**src/sv/mbpe_pkg.sv**
```systemverilog
`timescale 1ns / 1ps
`default_nettype none

package mbpe_pkg;

  // field widths
  localparam int BYTE_W  = 8;
  localparam int ADDR_W  = 17;
  localparam int COLOR_W = 16;
  localparam int COORD_W = 16;
  localparam int CFG_IDX_W = 2;

  // defaults handed to the top level
  localparam int SCREEN_W_DEF    = 320;
  localparam int SCREEN_H_DEF    = 240;
  localparam int QUEUE_DEPTH_DEF = 4;

  // configuration register indexes
  localparam logic [CFG_IDX_W-1:0] CFG_ORIGIN_X  = 2'd0;
  localparam logic [CFG_IDX_W-1:0] CFG_ORIGIN_Y  = 2'd1;
  localparam logic [CFG_IDX_W-1:0] CFG_INK_COLOR = 2'd2;

  typedef enum logic [1:0] {
    PH_WIDTH  = 2'd0,
    PH_HEIGHT = 2'd1,
    PH_ROW    = 2'd2
  } phase_t;

  // one data byte after classification and clipping
  typedef struct packed {
    logic [BYTE_W-1:0]  mask;      // bit k set: column k of this byte is written
    logic [ADDR_W-1:0]  addr_base; // offset of column 0, low bits only
    logic [COLOR_W-1:0] color;
  } job_t;

  typedef struct packed {
    logic full;
    logic empty;
  } q_stat_t;

endpackage

`default_nettype wire

```
**src/sv/mbpe_front.sv**
```systemverilog
`timescale 1ns / 1ps
`default_nettype none

module mbpe_front import mbpe_pkg::*; #(
  parameter int SCREEN_W = SCREEN_W_DEF,
  parameter int SCREEN_H = SCREEN_H_DEF
) (
  input  logic                      clk,
  input  logic                      rst,
  input  logic                      in_valid,
  output logic                      in_stall,
  input  logic [BYTE_W-1:0]         stream_byte,
  input  logic signed [COORD_W-1:0] origin_x,
  input  logic signed [COORD_W-1:0] origin_y,
  input  logic [COLOR_W-1:0]        ink_color,
  input  q_stat_t                   q_stat,
  output logic                      q_push,
  output job_t                      q_job
);

  // row coordinate is 17 bits signed, times the screen width, plus column
  localparam int OFF_W = COORD_W + 1 + $clog2(SCREEN_W) + 2;
  localparam logic signed [OFF_W-1:0] SCRW_S = OFF_W'(SCREEN_W);
  localparam logic signed [OFF_W-1:0] AREA_S = OFF_W'(SCREEN_W * SCREEN_H);

  phase_t      phase, phase_next;
  logic [7:0]  bitmap_width, bitmap_width_next;
  logic [7:0]  bitmap_height, bitmap_height_next;
  logic [4:0]  byte_in_row, byte_in_row_next;
  logic [7:0]  row_index, row_index_next;

  logic        accept;
  logic [5:0]  bytes_per_row;
  logic        row_end;
  logic        is_data;
  logic [3:0]  valid_cnt;
  logic [BYTE_W-1:0] set_mask;
  logic signed [COORD_W:0] py;
  logic signed [OFF_W-1:0] base;

  // stage register between classification and clipping
  logic                    s1_valid;
  logic [BYTE_W-1:0]       s1_mask;
  logic signed [OFF_W-1:0] s1_base;
  logic [COLOR_W-1:0]      s1_color;

  logic signed [OFF_W-1:0] offs [BYTE_W];
  logic [BYTE_W-1:0]       fin_mask;

  assign accept        = in_valid && !in_stall;
  assign bytes_per_row = 6'((9'(bitmap_width) + 9'd7) >> 3);
  assign row_end       = ({1'b0, byte_in_row} + 6'd1) >= bytes_per_row;

  // next state
  always_comb begin
    phase_next         = phase;
    bitmap_width_next  = bitmap_width;
    bitmap_height_next = bitmap_height;
    byte_in_row_next   = byte_in_row;
    row_index_next     = row_index;
    if (accept) begin
      case (phase)
        PH_HEIGHT: begin
          bitmap_height_next = stream_byte;
          byte_in_row_next   = '0;
          row_index_next     = '0;
          phase_next = (bitmap_width == 8'd0 || stream_byte == 8'd0) ? PH_WIDTH : PH_ROW;
        end
        PH_ROW: begin
          if (row_end) begin
            byte_in_row_next = '0;
            if ((9'(row_index) + 9'd1) >= 9'(bitmap_height)) begin
              row_index_next = '0;
              phase_next     = PH_WIDTH;
            end else begin
              row_index_next = row_index + 8'd1;
            end
          end else begin
            byte_in_row_next = byte_in_row + 5'd1;
          end
        end
        default: begin
          bitmap_width_next = stream_byte;
          phase_next        = PH_HEIGHT;
        end
      endcase
    end
  end

  // outputs: which bits count and where column 0 of this byte lands
  always_comb begin
    is_data   = (phase == PH_ROW);
    valid_cnt = (row_end && bitmap_width[2:0] != 3'd0) ? {1'b0, bitmap_width[2:0]} : 4'd8;
    for (int k = 0; k < BYTE_W; k++) begin
      set_mask[k] = stream_byte[BYTE_W-1-k] && (4'(k) < valid_cnt);
    end
    py   = $signed({origin_y[COORD_W-1], origin_y}) + $signed({9'b0, row_index});
    base = OFF_W'(py) * SCRW_S + OFF_W'(origin_x)
         + $signed(OFF_W'({byte_in_row, 3'b000}));
  end

  always_ff @(posedge clk) begin
    if (rst) begin
      phase         <= PH_WIDTH;
      bitmap_width  <= '0;
      bitmap_height <= '0;
      byte_in_row   <= '0;
      row_index     <= '0;
    end else begin
      phase         <= phase_next;
      bitmap_width  <= bitmap_width_next;
      bitmap_height <= bitmap_height_next;
      byte_in_row   <= byte_in_row_next;
      row_index     <= row_index_next;
    end
  end

  always_ff @(posedge clk) begin
    if (rst) begin
      s1_valid <= 1'b0;
    end else if (!in_stall) begin
      s1_valid <= accept && is_data && (|set_mask);
    end
  end

  always_ff @(posedge clk) begin
    if (accept && !in_stall) begin
      s1_mask  <= set_mask;
      s1_base  <= base;
      s1_color <= ink_color;
    end
  end

  // clip: each column's linear offset must land inside the screen
  always_comb begin
    for (int k = 0; k < BYTE_W; k++) begin
      offs[k]     = s1_base + $signed(OFF_W'(k));
      fin_mask[k] = s1_mask[k] && (offs[k] >= 0) && (offs[k] < AREA_S);
    end
  end

  assign in_stall        = s1_valid && (|fin_mask) && q_stat.full;
  assign q_push          = s1_valid && (|fin_mask) && !q_stat.full;
  assign q_job.mask      = fin_mask;
  assign q_job.addr_base = s1_base[ADDR_W-1:0];
  assign q_job.color     = s1_color;

endmodule

`default_nettype wire

```
**src/sv/mbpe_fifo.sv**
```systemverilog
`timescale 1ns / 1ps
`default_nettype none

module mbpe_fifo import mbpe_pkg::*; #(
  parameter int DEPTH = QUEUE_DEPTH_DEF
) (
  input  logic    clk,
  input  logic    rst,
  input  logic    push,
  input  job_t    wr_job,
  input  logic    pop,
  output job_t    rd_job,
  output q_stat_t stat
);

  localparam int PTR_W = (DEPTH > 1) ? $clog2(DEPTH) : 1;
  localparam int CNT_W = $clog2(DEPTH + 1);

  job_t             entries [DEPTH];
  logic [PTR_W-1:0] wr_ptr;
  logic [PTR_W-1:0] rd_ptr;
  logic [CNT_W-1:0] count;

  assign stat.full  = (count == CNT_W'(DEPTH));
  assign stat.empty = (count == '0);
  assign rd_job     = entries[rd_ptr];

  always_ff @(posedge clk) begin
    if (push) begin
      entries[wr_ptr] <= wr_job;
    end
  end

  always_ff @(posedge clk) begin
    if (rst) begin
      wr_ptr <= '0;
      rd_ptr <= '0;
      count  <= '0;
    end else begin
      if (push) begin
        wr_ptr <= (wr_ptr == PTR_W'(DEPTH - 1)) ? '0 : wr_ptr + 1'b1;
      end
      if (pop) begin
        rd_ptr <= (rd_ptr == PTR_W'(DEPTH - 1)) ? '0 : rd_ptr + 1'b1;
      end
      if (push && !pop) begin
        count <= count + 1'b1;
      end else if (pop && !push) begin
        count <= count - 1'b1;
      end
    end
  end

endmodule

`default_nettype wire

```
**src/sv/mbpe_back.sv**
```systemverilog
`timescale 1ns / 1ps
`default_nettype none

module mbpe_back import mbpe_pkg::*; (
  input  logic               clk,
  input  logic               rst,
  input  job_t               q_head,
  input  q_stat_t            q_stat,
  output logic               q_pop,
  output logic               out_valid,
  input  logic               out_stall,
  output logic [ADDR_W-1:0]  pixel_address,
  output logic [COLOR_W-1:0] pixel_color,
  output logic               run_last
);

  logic [BYTE_W-1:0]  cur_mask;
  logic [ADDR_W-1:0]  cur_base;
  logic [COLOR_W-1:0] cur_color;

  logic               advance;
  logic               cur_active;
  logic               emit;
  logic [2:0]         col;
  logic [BYTE_W-1:0]  rest;

  // lowest remaining column first
  always_comb begin
    col = '0;
    for (int k = BYTE_W - 1; k >= 0; k--) begin
      if (cur_mask[k]) begin
        col = 3'(k);
      end
    end
    rest = cur_mask & ~(BYTE_W'(1) << col);
  end

  assign advance    = !out_valid || !out_stall;
  assign cur_active = |cur_mask;
  assign emit       = advance && cur_active;
  assign q_pop      = !q_stat.empty && (!cur_active || (emit && rest == '0));

  always_ff @(posedge clk) begin
    if (rst) begin
      cur_mask  <= '0;
      out_valid <= 1'b0;
    end else begin
      if (q_pop) begin
        cur_mask <= q_head.mask;
      end else if (emit) begin
        cur_mask <= rest;
      end
      if (emit) begin
        out_valid <= 1'b1;
      end else if (advance) begin
        out_valid <= 1'b0;
      end
    end
  end

  always_ff @(posedge clk) begin
    if (q_pop) begin
      cur_base  <= q_head.addr_base;
      cur_color <= q_head.color;
    end
    if (emit) begin
      pixel_address <= cur_base + ADDR_W'(col);
      pixel_color   <= cur_color;
      run_last      <= (rest == '0);
    end
  end

endmodule

`default_nettype wire

```
**src/sv/mono_bitmap_pixel_expander.sv**
```systemverilog
`timescale 1ns / 1ps
`default_nettype none

// channel   | handshake              | payload
// ----------+------------------------+---------------------------------------------
// input     | in_valid / in_stall    | stream_byte
// output    | out_valid / out_stall  | pixel_address, pixel_color, run_last
// config    | cfg_valid / cfg_ready  | cfg_index, cfg_data
//
// one input word is taken per cycle while the job queue has room; header words
// and data words with no visible pixel leave nothing in the queue
// the pixel unit emits one write per cycle while out_stall is low, one write per
// set, on-screen column of a data word, and the output port sets the rate
// a data word passes stage register, queue and job register to the output register
// rst is synchronous and clears the header state, queue and output valid
// out_stall holds the output register; the queue then fills and in_stall rises

module mono_bitmap_pixel_expander import mbpe_pkg::*; #(
  parameter int SCREEN_W    = SCREEN_W_DEF,
  parameter int SCREEN_H    = SCREEN_H_DEF,
  parameter int QUEUE_DEPTH = QUEUE_DEPTH_DEF
) (
  input  logic                 clk,
  input  logic                 rst,
  // bitmap byte stream
  input  logic                 in_valid,
  output logic                 in_stall,
  input  logic [BYTE_W-1:0]    stream_byte,
  // framebuffer writes
  output logic                 out_valid,
  input  logic                 out_stall,
  output logic [ADDR_W-1:0]    pixel_address,
  output logic [COLOR_W-1:0]   pixel_color,
  output logic                 run_last,
  // register writes
  input  logic                 cfg_valid,
  output logic                 cfg_ready,
  input  logic [CFG_IDX_W-1:0] cfg_index,
  input  logic [COORD_W-1:0]   cfg_data
);

  // configuration registers
  logic signed [COORD_W-1:0] origin_x;
  logic signed [COORD_W-1:0] origin_y;
  logic [COLOR_W-1:0]        ink_color;

  // front to queue to back
  logic    q_push;
  logic    q_pop;
  job_t    q_in;
  job_t    q_head;
  q_stat_t q_stat;

  // writes are always taken; an unknown index is dropped
  assign cfg_ready = 1'b1;

  always_ff @(posedge clk) begin
    if (rst) begin
      origin_x  <= '0;
      origin_y  <= '0;
      ink_color <= '0;
    end else if (cfg_valid && cfg_ready) begin
      case (cfg_index)
        CFG_ORIGIN_X:  origin_x  <= $signed(cfg_data);
        CFG_ORIGIN_Y:  origin_y  <= $signed(cfg_data);
        CFG_INK_COLOR: ink_color <= cfg_data;
        default: ;
      endcase
    end
  end

  // header parsing, row/column tracking, offset and clipping
  mbpe_front #(
    .SCREEN_W (SCREEN_W),
    .SCREEN_H (SCREEN_H)
  ) u_front (
    .clk         (clk),
    .rst         (rst),
    .in_valid    (in_valid),
    .in_stall    (in_stall),
    .stream_byte (stream_byte),
    .origin_x    (origin_x),
    .origin_y    (origin_y),
    .ink_color   (ink_color),
    .q_stat      (q_stat),
    .q_push      (q_push),
    .q_job       (q_in)
  );

  // short job queue decouples word intake from pixel output
  mbpe_fifo #(
    .DEPTH (QUEUE_DEPTH)
  ) u_queue (
    .clk    (clk),
    .rst    (rst),
    .push   (q_push),
    .wr_job (q_in),
    .pop    (q_pop),
    .rd_job (q_head),
    .stat   (q_stat)
  );

  // walks each job's column mask, one write per cycle while out_stall is low
  mbpe_back u_back (
    .clk           (clk),
    .rst           (rst),
    .q_head        (q_head),
    .q_stat        (q_stat),
    .q_pop         (q_pop),
    .out_valid     (out_valid),
    .out_stall     (out_stall),
    .pixel_address (pixel_address),
    .pixel_color   (pixel_color),
    .run_last      (run_last)
  );

  // the front never pushes into a full queue
  a_no_push_full: assert property (@(posedge clk) disable iff (rst)
    q_push |-> !q_stat.full)
    else $error("queue push while full");

  // the back never pops an empty queue
  a_no_pop_empty: assert property (@(posedge clk) disable iff (rst)
    q_pop |-> !q_stat.empty)
    else $error("queue pop while empty");

  // writes of one word leave back to back until the last one
  a_burst_gapless: assert property (@(posedge clk) disable iff (rst)
    (out_valid && !out_stall && !run_last) |=> out_valid)
    else $error("gap inside a word's pixel burst");

  // reset leaves both channels quiet
  a_reset_quiet: assert property (@(posedge clk)
    rst |=> (!out_valid && !in_stall))
    else $error("channel active after reset");

endmodule

`default_nettype wire
```
**config.mk**
```make
export PLATFORM = sky130hd
export DESIGN_NAME = mono_bitmap_pixel_expander
export DESIGN_NICKNAME = d
export VERILOG_FILES = /design/src/sv/mbpe_pkg.sv /design/src/sv/mbpe_front.sv /design/src/sv/mbpe_fifo.sv /design/src/sv/mbpe_back.sv /design/src/sv/mono_bitmap_pixel_expander.sv
export SDC_FILE = /design/constraint.sdc
export NUM_CORES = 1
export LEC_CHECK = 0
export BUFFER_PORTS_ARGS = -buffer_cell sky130_fd_sc_hd__buf_2
export CAP_MARGIN = 20
export CORE_ASPECT_RATIO = 1.25
export CORE_UTILIZATION = 30
export DETAILED_ROUTE_END_ITERATION = 8
export PLACE_DENSITY = 0.46
export SETUP_SLACK_MARGIN = 0.02
export SYNTH_ARGS = -nofsm -noshare
export SYNTH_HDL_FRONTEND = slang
export SYNTH_SLANG_ARGS = --single-unit
```
**constraint.sdc**
```tcl
create_clock -name clk -period 12.58 [get_ports clk]
set_clock_uncertainty 0.15 [all_clocks]
set_input_delay 0.629 -clock clk [delete_from_list [all_inputs] [get_ports clk]]
set_output_delay 0.629 -clock clk [all_outputs]
set_load 0.01 [all_outputs]
```
==> flow_metrics.env <==
export IMPL_crit_family="compound AO/OA/AOI/OAI gates"
export IMPL_synth_mux_area_share_pct=6.05
export IMPL_grt_pass1_wl_um=82300
export IMPL_slew_headroom_pct=24.2
export IMPL_numPortBuffers=66
export IMPL_clkTransAtPathRegs_ns=0.06
export IMPL_hold_ws_ns=0.188
export IMPL_grt_pass1_vias=14110
export IMPL_finalSetupViolCount=0
export IMPL_syn_inst=1767
export IMPL_async_flop_share_pct=0
export IMPL_synth_top_cell_area_share_pct=42.3
export IMPL_clock_sinks=381
export IMPL_syn_area_um2=20100
export IMPL_cts_buffer_depth=3
export IMPL_crit_top_cell="ha_1"
export IMPL_dr_pass1_iters=7
export IMPL_cts_made_buffers=43
export IMPL_fill_cells=6631
export IMPL_synth_top_area_cell="edfxtp_1"
export IMPL_synth_simple_area_share_pct=13.4
export IMPL_place_gp_congestion=0.941
export IMPL_synth_compound_area_share_pct=11.3
export IMPL_cts_tree="yes"
export IMPL_syn_area_per_cell_um2=11.4
export IMPL_synth_most_common_cell="edfxtp_1"
export IMPL_hold_viol_final=0
export IMPL_wirelength_um=53100
export IMPL_p_leak_nw=8.20
export IMPL_synth_common_cells="edfxtp_1, nand2_1, ha_1"
export IMPL_cts_hold_buf=0
export IMPL_clockRootBuffer="clkbuf_16"
export IMPL_h_tree_depth=2
export IMPL_critPathKind="reg2reg"
export IMPL_die_area_um2=68000
export IMPL_antenna_found_initial=0
export IMPL_synth_seq_cells=381
export IMPL_drc=16
export IMPL_start_util_pct=30.4
export IMPL_hold_path_class="in2reg"
export IMPL_fin_nets=1977
export IMPL_area_growth_synth_to_final_pct=12.8
export IMPL_power_total_mw=3.59
export IMPL_synth_xor_area_share_pct=5.76
export IMPL_multi_input_area_um2=8980
export IMPL_drt_iter0_drc=853
export IMPL_start_kind="register"
export IMPL_synth_cell_types=80
export IMPL_yosysWarnings=0
export IMPL_worstSetupEndpointType="register"
export IMPL_slowest_delay_ns=0.42
export IMPL_cts_setup_buffers=0
export IMPL_cp_buffers_inverters=1
export IMPL_cp_slowest_cell="dfxtp_1"
export IMPL_powerDensity_nw_per_um2=159
export IMPL_dp_hpwl_um=38700
export IMPL_routedWlPerCell_um=19.6
export IMPL_core_region_area_um2=66000
export IMPL_synth_area_leaders="edfxtp_1, dfxtp_1, ha_1, mux4_2, xnor2_1"
export IMPL_core_rowCount=105
export IMPL_grt_max_degree=57
export IMPL_status="finished, violations left"
export IMPL_required_ns=12.73
export IMPL_worst_pin_slew_ns=1.14
export IMPL_ios=68
export IMPL_drv_slew=0
export IMPL_syn_nets=1922
export IMPL_final_core_util_pct=34.3
export IMPL_violations="DRC"
export IMPL_vias=14018
export IMPL_fin_crit_sh_pct=50.6
export IMPL_ant_nets=0
export IMPL_via_per_inst=5.18
export IMPL_grt_overflow=0
export IMPL_chipWidth_um=233
export IMPL_worstPathMaxFanout=6
export IMPL_ys_seq_area_share_pct=52.1
export IMPL_synth_top_family_by_area="simple AND/OR/NAND/NOR gates"
export IMPL_r2r_setup_slack_ns=6.21
export IMPL_insertion_delay_ns=0.57
export IMPL_seq_area_um2=10500
export IMPL_tns_ns=0
export IMPL_synth_edf_count=283
export IMPL_fin_crit_ns=6.37
export IMPL_ctsResizeCount=0
export IMPL_grtUsageTotal_pct=15.6
export IMPL_drive_gt1_share_pct=12.0
export IMPL_fmax_mhz=157
export IMPL_synth_flop_cell="edfxtp_1"
export IMPL_arrival_ns=6.52
export IMPL_antenna_cells=0
export IMPL_peakVddDrop_mv=0.121
export IMPL_synth_fa_ha_area_share_pct=8.09
export IMPL_die_y_um=291
export IMPL_rsz0062_at_grt="no"
export IMPL_cap_violations=0
[registers in the layout, summed over array words and instances (netlist names), named ones only]
register               flops
u_queue.entries          164
u_front.bitmap_height      8
u_front.bitmap_width       8
u_back.cur_mask            8
origin_y                  16
u_back.run_last            1
u_front.s1_valid           1
u_front.phase              2
u_front.byte_in_row        5
u_front.row_index          8
u_back.out_valid           1
u_front.s1_color          16
ink_color                 16
origin_x                  16
u_front.s1_mask            8
u_front.s1_base           28
u_queue.wr_ptr             2
u_queue.count              3
u_queue.rd_ptr             2
u_back.pixel_color        16
u_back.pixel_address      17
u_back.cur_base           17
u_back.cur_color          16
[worst reg2reg max path, delay by kind of cell (launching register included)]
family,cells,cell delay (ns)
compound gates,11,2.62
fa+ha+maj,6,1.85
xor+xnor,3,0.51
simple gates,4,0.49
flops,1,0.42
buf+inv,1,0.06
[cells in the final DEF, fill, tap and decap left out, types with 9 or more instances in the layout]
cell type	instances
nor2_1	77
buf_2	67
edfxtp_1	283
and2_1	10
o2111ai_1	10
clkbuf_1	13
inv_1	75
o31ai_1	9
or3_1	13
nor2b_1	9
and3_1	19
mux4_2	41
clkinv_1	9
xor2_1	35
o21a_1	12
ha_1	117
buf_4	28
clkbuf_16	43
nor3_1	43
nand3_1	50
a21o_1	23
o211ai_1	9
o21ai_0	52
a31oi_1	23
nand2_1	216
xnor2_1	97
dfxtp_1	96
nand4_1	23
a21oi_1	116
a211oi_1	13
mux2i_1	28
nor4_1	27
[path summary, 6_finish.rpt]
path / startpoint / endpoint / cells past startpoint
worst max-delay path: u_front.row_index[0]$_SDFFE_PP0P_ / u_front.s1_base[26]$_DFFE_PP_ / 25
worst min-delay path: cfg_data[4] / ink_color[4]$_SDFFE_PP0P_ / 3
worst max register to register: u_front.row_index[0]$_SDFFE_PP0P_ / u_front.s1_base[26]$_DFFE_PP_ / 25
worst min register to register: u_back.cur_color[13]$_DFFE_PP_ / u_back.pixel_color[13]$_DFFE_PP_ / 0
[routing by layer]
layer	part of all wire [%]	up-vias	track usage [%]
li1	-	6729	-
met1	43	6852	19.4
met2	49	328	26.7
met3	3.5	109	2.04
met4	4.4	0	7.22
met5	0	-	0
[metrics by stage]
step           area (um2)  setup slack, ns  cells
2_1_floorplan       20100             6.90   1767
3_3_place_gp        21300             6.30   2631
4_1_cts             22600             6.17   2706
6_report            22700             6.21   2707
3_5_place_dp        21400             6.20   2632
5_1_grt             22700             5.56   2707
[logic make-up after synthesis]
kind of cell,count (synthesis)
other,1
buffers and inverters,163
DFF,381
AOI/OAI and AO/OA,346
xor gates and xnor gates,132
and+or+nand+nor,548
adders and majority gates,126
muxes,70
[power by group]
group	total, mW	internal [mW]	switching, mW
clock	1.16	0.666	0.494
combinational	0.732	0.282	0.451
sequential	1.70	1.60	0.106
total	3.59	2.54	1.05
[final cells by class]
type	count	area share [%]
flip-flops and latches	381	46.2
multi-input cells	1223	39.7
clock buffers	58	5.09
well taps	856	4.73
repair buffers	96	2.46
inverters	77	1.28
clock inverters	16	0.613
Power figures use the tool's default switching activity.
